<file path="config.mk">
export PLATFORM = sky130hd
export DESIGN_NAME = morse_key_symbol_classifier_top_flat
export DESIGN_NICKNAME = d
export VERILOG_FILES = /design/src/hw/rtl/mksc_pkg.sv /design/src/hw/rtl/mksc_if.sv /design/src/hw/rtl/mksc_cfg.sv /design/src/hw/rtl/mksc_core.sv /design/src/hw/rtl/morse_key_symbol_classifier_top.sv /design/src/flat_wrapper.sv
export SDC_FILE = /design/constraint.sdc
export NUM_CORES = 1
export LEC_CHECK = 0
export BUFFER_PORTS_ARGS = -buffer_cell sky130_fd_sc_hd__buf_2
export CORE_MARGIN = 2
export CORE_UTILIZATION = 50
export DETAILED_ROUTE_END_ITERATION = 8
export GPL_TIMING_DRIVEN = 0
export PLACE_DENSITY_LB_ADDON = 0.3
export SLEW_MARGIN = 20
export SYNTH_ARGS = -nofsm -noshare
export SYNTH_HDL_FRONTEND = slang
export SYNTH_HIERARCHICAL = 1
export SYNTH_SLANG_ARGS = --single-unit
</file>
<file path="constraint.sdc">
create_clock -name clk -period 12 [get_ports clk]
set_input_delay 2.4 -clock clk [delete_from_list [all_inputs] [get_ports clk]]
set_output_delay 2.4 -clock clk [all_outputs]
set_load 0.02 [all_outputs]
</file>
<file path="src/hw/rtl/mksc_pkg.sv">
// Package with the shared types, codes and reset values of the Morse key symbol classifier.
`timescale 1ns / 1ps
`default_nettype none

package mksc_pkg;

    localparam int TIME_BITS_DEF = 16;

    localparam int CFG_W      = 16;
    localparam int LINE_W     = 6;
    localparam int ACTION_W   = 2;
    localparam int SYMBOL_W   = 3;
    localparam int CFG_IDX_W  = 3;

    typedef enum logic [ACTION_W-1:0] {
        ACT_TICK    = 2'd0,
        ACT_PRESS   = 2'd1,
        ACT_RELEASE = 2'd2
    } act_t;

    typedef enum logic [SYMBOL_W-1:0] {
        SYM_NONE    = 3'd0,
        SYM_DOT     = 3'd1,
        SYM_DASH    = 3'd2,
        SYM_UNKNOWN = 3'd3,
        SYM_HOLD    = 3'd4,
        SYM_SHORT   = 3'd5,
        SYM_LONG    = 3'd6
    } sym_t;

    typedef enum logic [CFG_IDX_W-1:0] {
        REG_DOT_TIME        = 3'd0,
        REG_DASH_TIME       = 3'd1,
        REG_TOLERANCE       = 3'd2,
        REG_HOLD_TIME       = 3'd3,
        REG_LONG_SPACE_TIME = 3'd4,
        REG_LEFT_PADDLE     = 3'd5,
        REG_RIGHT_PADDLE    = 3'd6
    } cfg_idx_t;

    localparam logic [CFG_W-1:0]  DOT_TIME_RST        = 16'd100;
    localparam logic [CFG_W-1:0]  DASH_TIME_RST       = 16'd300;
    localparam logic [CFG_W-1:0]  TOLERANCE_RST       = 16'd50;
    localparam logic [CFG_W-1:0]  HOLD_TIME_RST       = 16'd2000;
    localparam logic [CFG_W-1:0]  LONG_SPACE_TIME_RST = 16'd700;
    localparam logic [LINE_W-1:0] LEFT_PADDLE_RST     = 6'd0;
    localparam logic [LINE_W-1:0] RIGHT_PADDLE_RST    = 6'd1;

    typedef struct packed {
        logic [CFG_W-1:0]  dot_time;
        logic [CFG_W-1:0]  dash_time;
        logic [CFG_W-1:0]  tolerance;
        logic [CFG_W-1:0]  hold_time;
        logic [CFG_W-1:0]  long_space_time;
        logic [LINE_W-1:0] left_paddle_line;
        logic [LINE_W-1:0] right_paddle_line;
    } cfg_t;

endpackage

`default_nettype wire

</file>
<file path="src/hw/rtl/mksc_if.sv">
// Handshake interfaces for the key event, symbol and configuration channels.
`timescale 1ns / 1ps
`default_nettype none

interface mksc_in_if;
    import mksc_pkg::*;

    logic                valid;
    logic                ready;
    logic [ACTION_W-1:0] action;
    logic [LINE_W-1:0]   line;

    modport source (output valid, output action, output line, input ready);
    modport sink   (input valid, input action, input line, output ready);
endinterface

interface mksc_out_if;
    import mksc_pkg::*;

    logic                valid;
    logic                ready;
    logic [SYMBOL_W-1:0] symbol;
    logic                tone_on;

    modport source (output valid, output symbol, output tone_on, input ready);
    modport sink   (input valid, input symbol, input tone_on, output ready);
endinterface

interface mksc_cfg_if;
    import mksc_pkg::*;

    logic                 valid;
    logic                 ready;
    logic [CFG_IDX_W-1:0] index;
    logic [CFG_W-1:0]     data;

    modport source (output valid, output index, output data, input ready);
    modport sink   (input valid, input index, input data, output ready);
endinterface

`default_nettype wire

</file>
<file path="src/hw/rtl/mksc_cfg.sv">
// Configuration register file of the Morse key symbol classifier.
`timescale 1ns / 1ps
`default_nettype none

module mksc_cfg (
    input  wire logic         clk,
    input  wire logic         rst_n,
    mksc_cfg_if.sink          cfg_ch,
    output mksc_pkg::cfg_t    cfg
);
    import mksc_pkg::*;

    cfg_t cfg_reg;
    cfg_t cfg_next;

    assign cfg_ch.ready = 1'b1;
    assign cfg          = cfg_reg;

    always_comb
    begin
        cfg_next = cfg_reg;
        if (cfg_ch.valid)
        begin
            case (cfg_ch.index)
                REG_DOT_TIME:        cfg_next.dot_time          = cfg_ch.data;
                REG_DASH_TIME:       cfg_next.dash_time         = cfg_ch.data;
                REG_TOLERANCE:       cfg_next.tolerance         = cfg_ch.data;
                REG_HOLD_TIME:       cfg_next.hold_time         = cfg_ch.data;
                REG_LONG_SPACE_TIME: cfg_next.long_space_time   = cfg_ch.data;
                REG_LEFT_PADDLE:     cfg_next.left_paddle_line  = cfg_ch.data[LINE_W-1:0];
                REG_RIGHT_PADDLE:    cfg_next.right_paddle_line = cfg_ch.data[LINE_W-1:0];
                default:             cfg_next = cfg_reg;
            endcase
        end
    end

    always_ff @(posedge clk or negedge rst_n)
    begin
        if (!rst_n)
        begin
            cfg_reg.dot_time          <= DOT_TIME_RST;
            cfg_reg.dash_time         <= DASH_TIME_RST;
            cfg_reg.tolerance         <= TOLERANCE_RST;
            cfg_reg.hold_time         <= HOLD_TIME_RST;
            cfg_reg.long_space_time   <= LONG_SPACE_TIME_RST;
            cfg_reg.left_paddle_line  <= LEFT_PADDLE_RST;
            cfg_reg.right_paddle_line <= RIGHT_PADDLE_RST;
        end
        else
        begin
            cfg_reg <= cfg_next;
        end
    end

endmodule

`default_nettype wire

</file>
<file path="src/hw/rtl/mksc_core.sv">
// Key timing state, symbol classification and the registered result stage.
`timescale 1ns / 1ps
`default_nettype none

module mksc_core #(
    parameter int TIME_BITS = mksc_pkg::TIME_BITS_DEF
) (
    input  wire logic          clk,
    input  wire logic          rst_n,
    input  wire mksc_pkg::cfg_t cfg,
    mksc_in_if.sink            in_ch,
    mksc_out_if.source         out_ch
);
    import mksc_pkg::*;

    // Comparison width: covers the counters, the 16 bit registers and one carry.
    localparam int CW = ((TIME_BITS > CFG_W) ? TIME_BITS : CFG_W) + 1;
    localparam logic [CW-1:0] TIME_MAX = {{(CW-TIME_BITS){1'b0}}, {TIME_BITS{1'b1}}};

    function automatic logic [CW-1:0] ext_cfg(input logic [CFG_W-1:0] v);
        ext_cfg = {{(CW-CFG_W){1'b0}}, v};
    endfunction

    function automatic logic [CW-1:0] ext_time(input logic [TIME_BITS-1:0] v);
        ext_time = {{(CW-TIME_BITS){1'b0}}, v};
    endfunction

    function automatic logic [TIME_BITS-1:0] sat_load(input logic [CFG_W-1:0] v);
        logic [CW-1:0] ve;
        ve = ext_cfg(v);
        sat_load = (ve > TIME_MAX) ? TIME_MAX[TIME_BITS-1:0] : ve[TIME_BITS-1:0];
    endfunction

    function automatic logic [TIME_BITS-1:0] sat_inc(input logic [TIME_BITS-1:0] v);
        sat_inc = (v == {TIME_BITS{1'b1}}) ? v : v + 1'b1;
    endfunction

    function automatic logic [CFG_W-1:0] floor_sub(input logic [CFG_W-1:0] a,
                                                   input logic [CFG_W-1:0] b);
        floor_sub = (a > b) ? a - b : '0;
    endfunction

    logic                 key_down_reg,       key_down_next;
    logic [TIME_BITS-1:0] press_elapsed_reg,  press_elapsed_next;
    logic [TIME_BITS-1:0] idle_elapsed_reg,   idle_elapsed_next;
    logic                 idle_armed_reg,     idle_armed_next;
    logic                 short_sent_reg,     short_sent_next;
    logic [TIME_BITS-1:0] tone_remaining_reg, tone_remaining_next;

    logic                 out_valid_reg;
    logic [SYMBOL_W-1:0]  symbol_reg;
    logic                 tone_on_reg;

    sym_t                 sym_next;
    logic                 in_accept;
    logic [TIME_BITS-1:0] press_inc;
    logic [TIME_BITS-1:0] idle_inc;
    logic [CW-1:0]        press_ext;
    logic                 in_dot_window;
    logic                 in_dash_window;
    logic                 is_left;
    logic                 is_right;

    assign in_ch.ready    = !out_valid_reg || out_ch.ready;
    assign in_accept      = in_ch.valid && in_ch.ready;
    assign out_ch.valid   = out_valid_reg;
    assign out_ch.symbol  = symbol_reg;
    assign out_ch.tone_on = tone_on_reg;

    assign press_inc = sat_inc(press_elapsed_reg);
    assign idle_inc  = sat_inc(idle_elapsed_reg);
    assign press_ext = ext_time(press_elapsed_reg);
    assign is_left   = (in_ch.line == cfg.left_paddle_line);
    assign is_right  = (in_ch.line == cfg.right_paddle_line);

    assign in_dot_window =
        (press_ext >= ext_cfg(floor_sub(cfg.dot_time, cfg.tolerance))) &&
        (press_ext <= ext_cfg(cfg.dot_time) + ext_cfg(cfg.tolerance));
    assign in_dash_window =
        (press_ext >= ext_cfg(floor_sub(cfg.dash_time, cfg.tolerance))) &&
        (press_ext <= ext_cfg(cfg.dash_time) + ext_cfg(cfg.tolerance));

    always_comb
    begin
        key_down_next       = key_down_reg;
        press_elapsed_next  = press_elapsed_reg;
        idle_elapsed_next   = idle_elapsed_reg;
        idle_armed_next     = idle_armed_reg;
        short_sent_next     = short_sent_reg;
        tone_remaining_next = tone_remaining_reg;
        sym_next            = SYM_NONE;

        case (in_ch.action)
            ACT_TICK:
            begin
                if (tone_remaining_reg != '0)
                begin
                    tone_remaining_next = tone_remaining_reg - 1'b1;
                    idle_elapsed_next   = '0;
                end
                else if (key_down_reg)
                begin
                    press_elapsed_next = press_inc;
                    if (ext_time(press_inc) >= ext_cfg(cfg.hold_time))
                    begin
                        sym_next          = SYM_HOLD;
                        key_down_next     = 1'b0;
                        idle_elapsed_next = '0;
                        idle_armed_next   = 1'b1;
                    end
                end
                else
                begin
                    idle_elapsed_next = idle_inc;
                    if (idle_armed_reg &&
                        ext_time(idle_inc) > ext_cfg(cfg.long_space_time))
                    begin
                        sym_next        = SYM_LONG;
                        idle_armed_next = 1'b0;
                    end
                    else if (idle_armed_reg && !short_sent_reg &&
                             ext_time(idle_inc) >=
                             ext_cfg(floor_sub(cfg.dash_time, cfg.tolerance)))
                    begin
                        sym_next        = SYM_SHORT;
                        short_sent_next = 1'b1;
                    end
                end
            end
            ACT_PRESS:
            begin
                if (is_left || is_right)
                begin
                    if (is_left)
                    begin
                        sym_next            = SYM_DOT;
                        tone_remaining_next = sat_load(cfg.dot_time);
                    end
                    else
                    begin
                        sym_next            = SYM_DASH;
                        tone_remaining_next = sat_load(cfg.dash_time);
                    end
                    key_down_next     = 1'b0;
                    idle_elapsed_next = '0;
                    idle_armed_next   = 1'b1;
                    short_sent_next   = 1'b0;
                end
                else
                begin
                    tone_remaining_next = '0;
                    press_elapsed_next  = '0;
                    key_down_next       = 1'b1;
                    short_sent_next     = 1'b0;
                end
            end
            ACT_RELEASE:
            begin
                idle_elapsed_next = '0;
                idle_armed_next   = 1'b1;
                if (key_down_reg)
                begin
                    key_down_next = 1'b0;
                    if (in_dot_window)
                    begin
                        sym_next = SYM_DOT;
                    end
                    else if (in_dash_window)
                    begin
                        sym_next = SYM_DASH;
                    end
                    else
                    begin
                        sym_next = SYM_UNKNOWN;
                    end
                end
            end
            default:
            begin
                sym_next = SYM_NONE;
            end
        endcase
    end

    always_ff @(posedge clk or negedge rst_n)
    begin
        if (!rst_n)
        begin
            key_down_reg       <= 1'b0;
            press_elapsed_reg  <= '0;
            idle_elapsed_reg   <= '0;
            idle_armed_reg     <= 1'b1;
            short_sent_reg     <= 1'b0;
            tone_remaining_reg <= '0;
            out_valid_reg      <= 1'b0;
        end
        else
        begin
            if (in_accept)
            begin
                key_down_reg       <= key_down_next;
                press_elapsed_reg  <= press_elapsed_next;
                idle_elapsed_reg   <= idle_elapsed_next;
                idle_armed_reg     <= idle_armed_next;
                short_sent_reg     <= short_sent_next;
                tone_remaining_reg <= tone_remaining_next;
                out_valid_reg      <= 1'b1;
            end
            else if (out_ch.ready)
            begin
                out_valid_reg <= 1'b0;
            end
        end
    end

    always_ff @(posedge clk)
    begin
        if (in_accept)
        begin
            symbol_reg  <= sym_next;
            tone_on_reg <= key_down_next || (tone_remaining_next != '0);
        end
    end

    // A straight key press and a paddle tone never run together.
    assert property (@(posedge clk) disable iff (!rst_n)
        !(key_down_reg && (tone_remaining_reg != '0)))
        else $error("straight key down while a paddle tone runs");

    // The tone flag of a result matches the state that the same item left.
    assert property (@(posedge clk) disable iff (!rst_n)
        in_accept |=> (tone_on_reg == (key_down_reg || (tone_remaining_reg != '0))))
        else $error("tone flag disagrees with the timing state");

    // The block takes a new item whenever the result register is empty.
    assert property (@(posedge clk) disable iff (!rst_n)
        !out_valid_reg |-> in_ch.ready)
        else $error("input stalled with an empty result register");

    // A tick during a paddle tone keeps the idle timer at zero and gives no symbol.
    assert property (@(posedge clk) disable iff (!rst_n)
        (in_accept && (in_ch.action == ACT_TICK) && (tone_remaining_reg != '0))
        |=> ((idle_elapsed_reg == '0) && (symbol_reg == SYM_NONE)))
        else $error("tick during a paddle tone moved the idle timer");

endmodule

`default_nettype wire

</file>
<file path="src/hw/rtl/morse_key_symbol_classifier_top.sv">
// Top level of the Morse key symbol classifier.
//
//  Channel   Role    Payload                       Transfer
//  events    sink    action[1:0], line[5:0]        valid && ready
//  symbols   source  symbol[2:0], tone_on          valid && ready
//  cfg       sink    index[2:0], data[15:0]        valid && ready (ready tied high)
//
// The timing state and the classification are computed in the cycle of acceptance and
// the result appears in the result register in the cycle after.
// A new item is accepted every cycle while the result register is empty or being taken.
// When the symbols channel stalls, the held result blocks the events channel only.
// Reset loads the register defaults and a released, idle key with the idle timer armed.
`timescale 1ns / 1ps
`default_nettype none

module morse_key_symbol_classifier_top #(
    parameter int TIME_BITS = mksc_pkg::TIME_BITS_DEF
) (
    input  wire logic   clk,
    input  wire logic   rst_n,
    mksc_in_if.sink     events,
    mksc_out_if.source  symbols,
    mksc_cfg_if.sink    cfg
);
    import mksc_pkg::*;

    cfg_t cfg_regs;

    mksc_cfg u_cfg (
        .clk    (clk),
        .rst_n  (rst_n),
        .cfg_ch (cfg),
        .cfg    (cfg_regs)
    );

    mksc_core #(
        .TIME_BITS (TIME_BITS)
    ) u_core (
        .clk    (clk),
        .rst_n  (rst_n),
        .cfg    (cfg_regs),
        .in_ch  (events),
        .out_ch (symbols)
    );

endmodule

`default_nettype wire

</file>
<file path="src/flat_wrapper.sv">
// flat-port wrapper written by rule: the top's interface ports become plain ports
module morse_key_symbol_classifier_top_flat import mksc_pkg::*;
#(
    parameter int TIME_BITS = mksc_pkg::TIME_BITS_DEF
)
  (clk, rst_n, events_valid, events_action, events_line, events_ready, symbols_valid, symbols_symbol, symbols_tone_on, symbols_ready, cfg_valid, cfg_index, cfg_data, cfg_ready);
  mksc_in_if events_i ();
  mksc_out_if symbols_i ();
  mksc_cfg_if cfg_i ();
  input  wire logic clk;
  input  wire logic rst_n;
  input wire logic [$bits(events_i.valid)-1:0] events_valid;
  input wire logic [$bits(events_i.action)-1:0] events_action;
  input wire logic [$bits(events_i.line)-1:0] events_line;
  output wire logic [$bits(events_i.ready)-1:0] events_ready;
  output wire logic [$bits(symbols_i.valid)-1:0] symbols_valid;
  output wire logic [$bits(symbols_i.symbol)-1:0] symbols_symbol;
  output wire logic [$bits(symbols_i.tone_on)-1:0] symbols_tone_on;
  input wire logic [$bits(symbols_i.ready)-1:0] symbols_ready;
  input wire logic [$bits(cfg_i.valid)-1:0] cfg_valid;
  input wire logic [$bits(cfg_i.index)-1:0] cfg_index;
  input wire logic [$bits(cfg_i.data)-1:0] cfg_data;
  output wire logic [$bits(cfg_i.ready)-1:0] cfg_ready;
  assign events_i.valid = events_valid;
  assign events_i.action = events_action;
  assign events_i.line = events_line;
  assign events_ready = events_i.ready;
  assign symbols_valid = symbols_i.valid;
  assign symbols_symbol = symbols_i.symbol;
  assign symbols_tone_on = symbols_i.tone_on;
  assign symbols_i.ready = symbols_ready;
  assign cfg_i.valid = cfg_valid;
  assign cfg_i.index = cfg_index;
  assign cfg_i.data = cfg_data;
  assign cfg_ready = cfg_i.ready;
  morse_key_symbol_classifier_top #(.TIME_BITS(TIME_BITS)) u_core (.clk(clk), .rst_n(rst_n), .events(events_i), .symbols(symbols_i), .cfg(cfg_i));
endmodule
</file>
==> metrics <==
starting density of the core 0.509; Hold Buf Count CTS 0; Clk Latency, worst-skew pair 0.44 ns; Avg WL per Cell about 21 um; Post-Syn Instances between 1,000 and 1,500; Post-synth EDFFs 4; DIE AREA ~28,000 um^2; Most used DFF post-synth dfrtp_1; Inserted Diodes 0; Final HPWL DP ~31 mm; routed length on met1 17.8 mm; max FFs per register 92; Hold Violations, Final 0; CTS Buf Count 17; Power, Total between 0.002 and 0.003 W; DRT Pass-1 Iters 9; Max Clock Freq 0.171 GHz; Synth Cell Area between 10,000 and 15,000 um^2; Top Ports 39; Synth async-reset ratio 0.973; Synth Warn # 6; largest net degree at the start of global routing 79; Worst-path clk slew ~0.070 ns; Yosys reg bits 148; Final #Nets 1,724; post-cts resize count 0; commonest cells after routing, fill and taps aside ha_1 (183), dfrtp_1 (120), nand2_1 (115), inv_1 (104); clock tree root buffer cell clkbuf_16; slew margin rel. 0.221; Antenna Nets Post-Route 0; gr ovfl total 0; crit path kind reg2reg; syn_nets 1,671; IR drop worst, VDD ~0.00011 V; GP Congestion around 0.94; crit path DAT 6.15 ns; status completed; PortBufs 33; Avg Synthesized Cell Area slightly above 9 um^2; Row Count between 50 and 60; worst endpoint required time approximately 12 ns; Final TNS setup 0 ns; worst hold path class reg2reg; CP max FO 10; fin crit share 0.486; Pwr Density 202 nW/um^2; Post-Route Utilization 0.555; crit start category register; RSZ-0062 raised after global routing false; fin cells about 1,900; Slew @ Worst Pin approximately 1.2 ns; Die X between 150 and 200 um; vias in the first global route about 11,000; hold depth 1; first-pass GRT wire length between 60 and 70 mm; Finish-stage setup viols 0; Global Route Usage Sum 0.284; H-tree Lvls 4; initial antenna violation count 0; Netlist cell types 83; FF-to-FF path depth 14; Post-CTS Setup Inserts 0; Iter 0 DRT Violations ~1,100; Inst Count DP roughly 1,800; DRC Markers 0; most common cell after layout, fill and taps aside ha_1; fill count about 2,300; clock period minus worst slack ~5.8 ns; routed vias roughly 11,000; final wirelength 39.2 mm; clock buffer depth 2; Worst Setup End Kind register; DR WL met2 17.2 mm; CTS tree done; Clock Sinks 148; Die Y between 150 and 200 um; Layout area overhead 8.96%; max cap viols 0; Slew Viols, Final 0; Seq/Total Area, Yosys 0.283; share of cells above drive strength 1 0.150; Top Layer Used met4; Leakage approximately 6.6 nW; Core Region roughly 26,000 um^2; clock skew ~0.012 ns; Via density 6.11; met3 wire length 2.92 mm
-- cell usage after synthesis, drive strengths merged (15+ instances only) --
library cell | n | area, um^2
dfrtp | 120 | 3000
xnor2 | 69 | 604
inv | 104 | 390
nand3 | 32 | 160
xor2 | 20 | 175
nor3 | 34 | 175
a31oi | 22 | 138
a21oi | 84 | 420
clkbuf | 44 | 235
nand4 | 30 | 188
o31ai | 17 | 128
buf | 16 | 120
nand2b | 15 | 93.8
nand2 | 115 | 432
nor2 | 84 | 315
and3 | 16 | 100
dfstp | 24 | 631
o21ai | 75 | 375
a21o | 30 | 225
ha | 183 | 2290
nor2b | 17 | 106
mux2 | 95 | 1110
-- final cells by class --
type	count	area [um^2]	area share
clock inverters	12	119	0.00822
repair buffers	34	203	0.0140
well taps	335	419	0.0290
multi-input cells	1139	8770	0.606
flip-flops and latches	148	3750	0.260
inverters	105	394	0.0273
clock buffers	20	447	0.0309
plain buffers	60	355	0.0246
-- where the power goes --
part	switching (W)	internal [W]
combinational	0.000940	0.000688
clock	0.000233	0.000295
sequential	0.000152	0.000612
total	0.00132	0.00159
-- per-layer routing --
metal	vias up	global-route usage
li1	5392	-
met1	5451	0.399
met2	402	0.433
met3	72	0.0632
met4	0	0.0918
met5	-	0
-- metrics by stage --
stage / instance area (um^2) / hold slack, ns / setup WS (ns)
2_1_floorplan: 13300 / 0.458 / 6.96
3_3_place_gp: 13900 / 0.474 / 6.37
3_5_place_dp: 13900 / 0.485 / 6.41
4_1_cts: 14500 / 0.512 / 6.39
5_1_grt: 14500 / 0.528 / 5.92
6_report: 14500 / 0.508 / 6.16
-- final timing paths --
check	from	to	slack [ns]
max in group asynchronous	rst_n	u_core/u_cfg/cfg[65]$_DFFE_PN1P_	9.31
worst min-delay path	u_core/u_cfg/cfg[33]$_DFFE_PN0P_	u_core/u_cfg/cfg[33]$_DFFE_PN0P_	0.51
worst max-delay path	u_core/u_core/press_elapsed_reg[6]$_DFFE_PN0P_	u_core/u_core/idle_elapsed_reg[12]$_DFFE_PN0P_	6.16
worst max register to register	u_core/u_core/press_elapsed_reg[6]$_DFFE_PN0P_	u_core/u_core/idle_elapsed_reg[12]$_DFFE_PN0P_	6.16
min in group asynchronous	rst_n	u_core/u_core/press_elapsed_reg[12]$_DFFE_PN0P_	1.89
worst min register to register	u_core/u_cfg/cfg[33]$_DFFE_PN0P_	u_core/u_cfg/cfg[33]$_DFFE_PN0P_	0.51
-- worst max-delay path, stage by stage (launching register included) --
cell,delay (ns)
dfrtp_1,0.52
clkbuf_1,0.34
and4_1,0.30
nand4_1,0.30
nor3_1,1.03
xnor2_1,0.27
ha_1,0.34
nand2b_1,0.14
a21o_1,0.18
a211oi_1,0.22
o21ai_0,0.30
a31oi_1,0.73
a21bo_2,0.30
clkbuf_1,0.36
mux2_2,0.38
-- cell families (layout without fill, tap and decap cells) --
| group | after synthesis | in the layout | synth area share |
|---|---|---|---|
| adders and majority gates | 187 | 187 | 0.179 |
| buffers and inverters | 165 | 231 | 0.0565 |
| and+or+nand+nor | 409 | 409 | 0.158 |
| AOI/OAI and AO/OA | 352 | 352 | 0.177 |
| muxes | 101 | 101 | 0.0880 |
| other | 1 | 1 | 0.000283 |
| DFF | 148 | 148 | 0.283 |
| xor gates and xnor gates | 89 | 89 | 0.0588 |
Power figures use the tool's default switching activity.
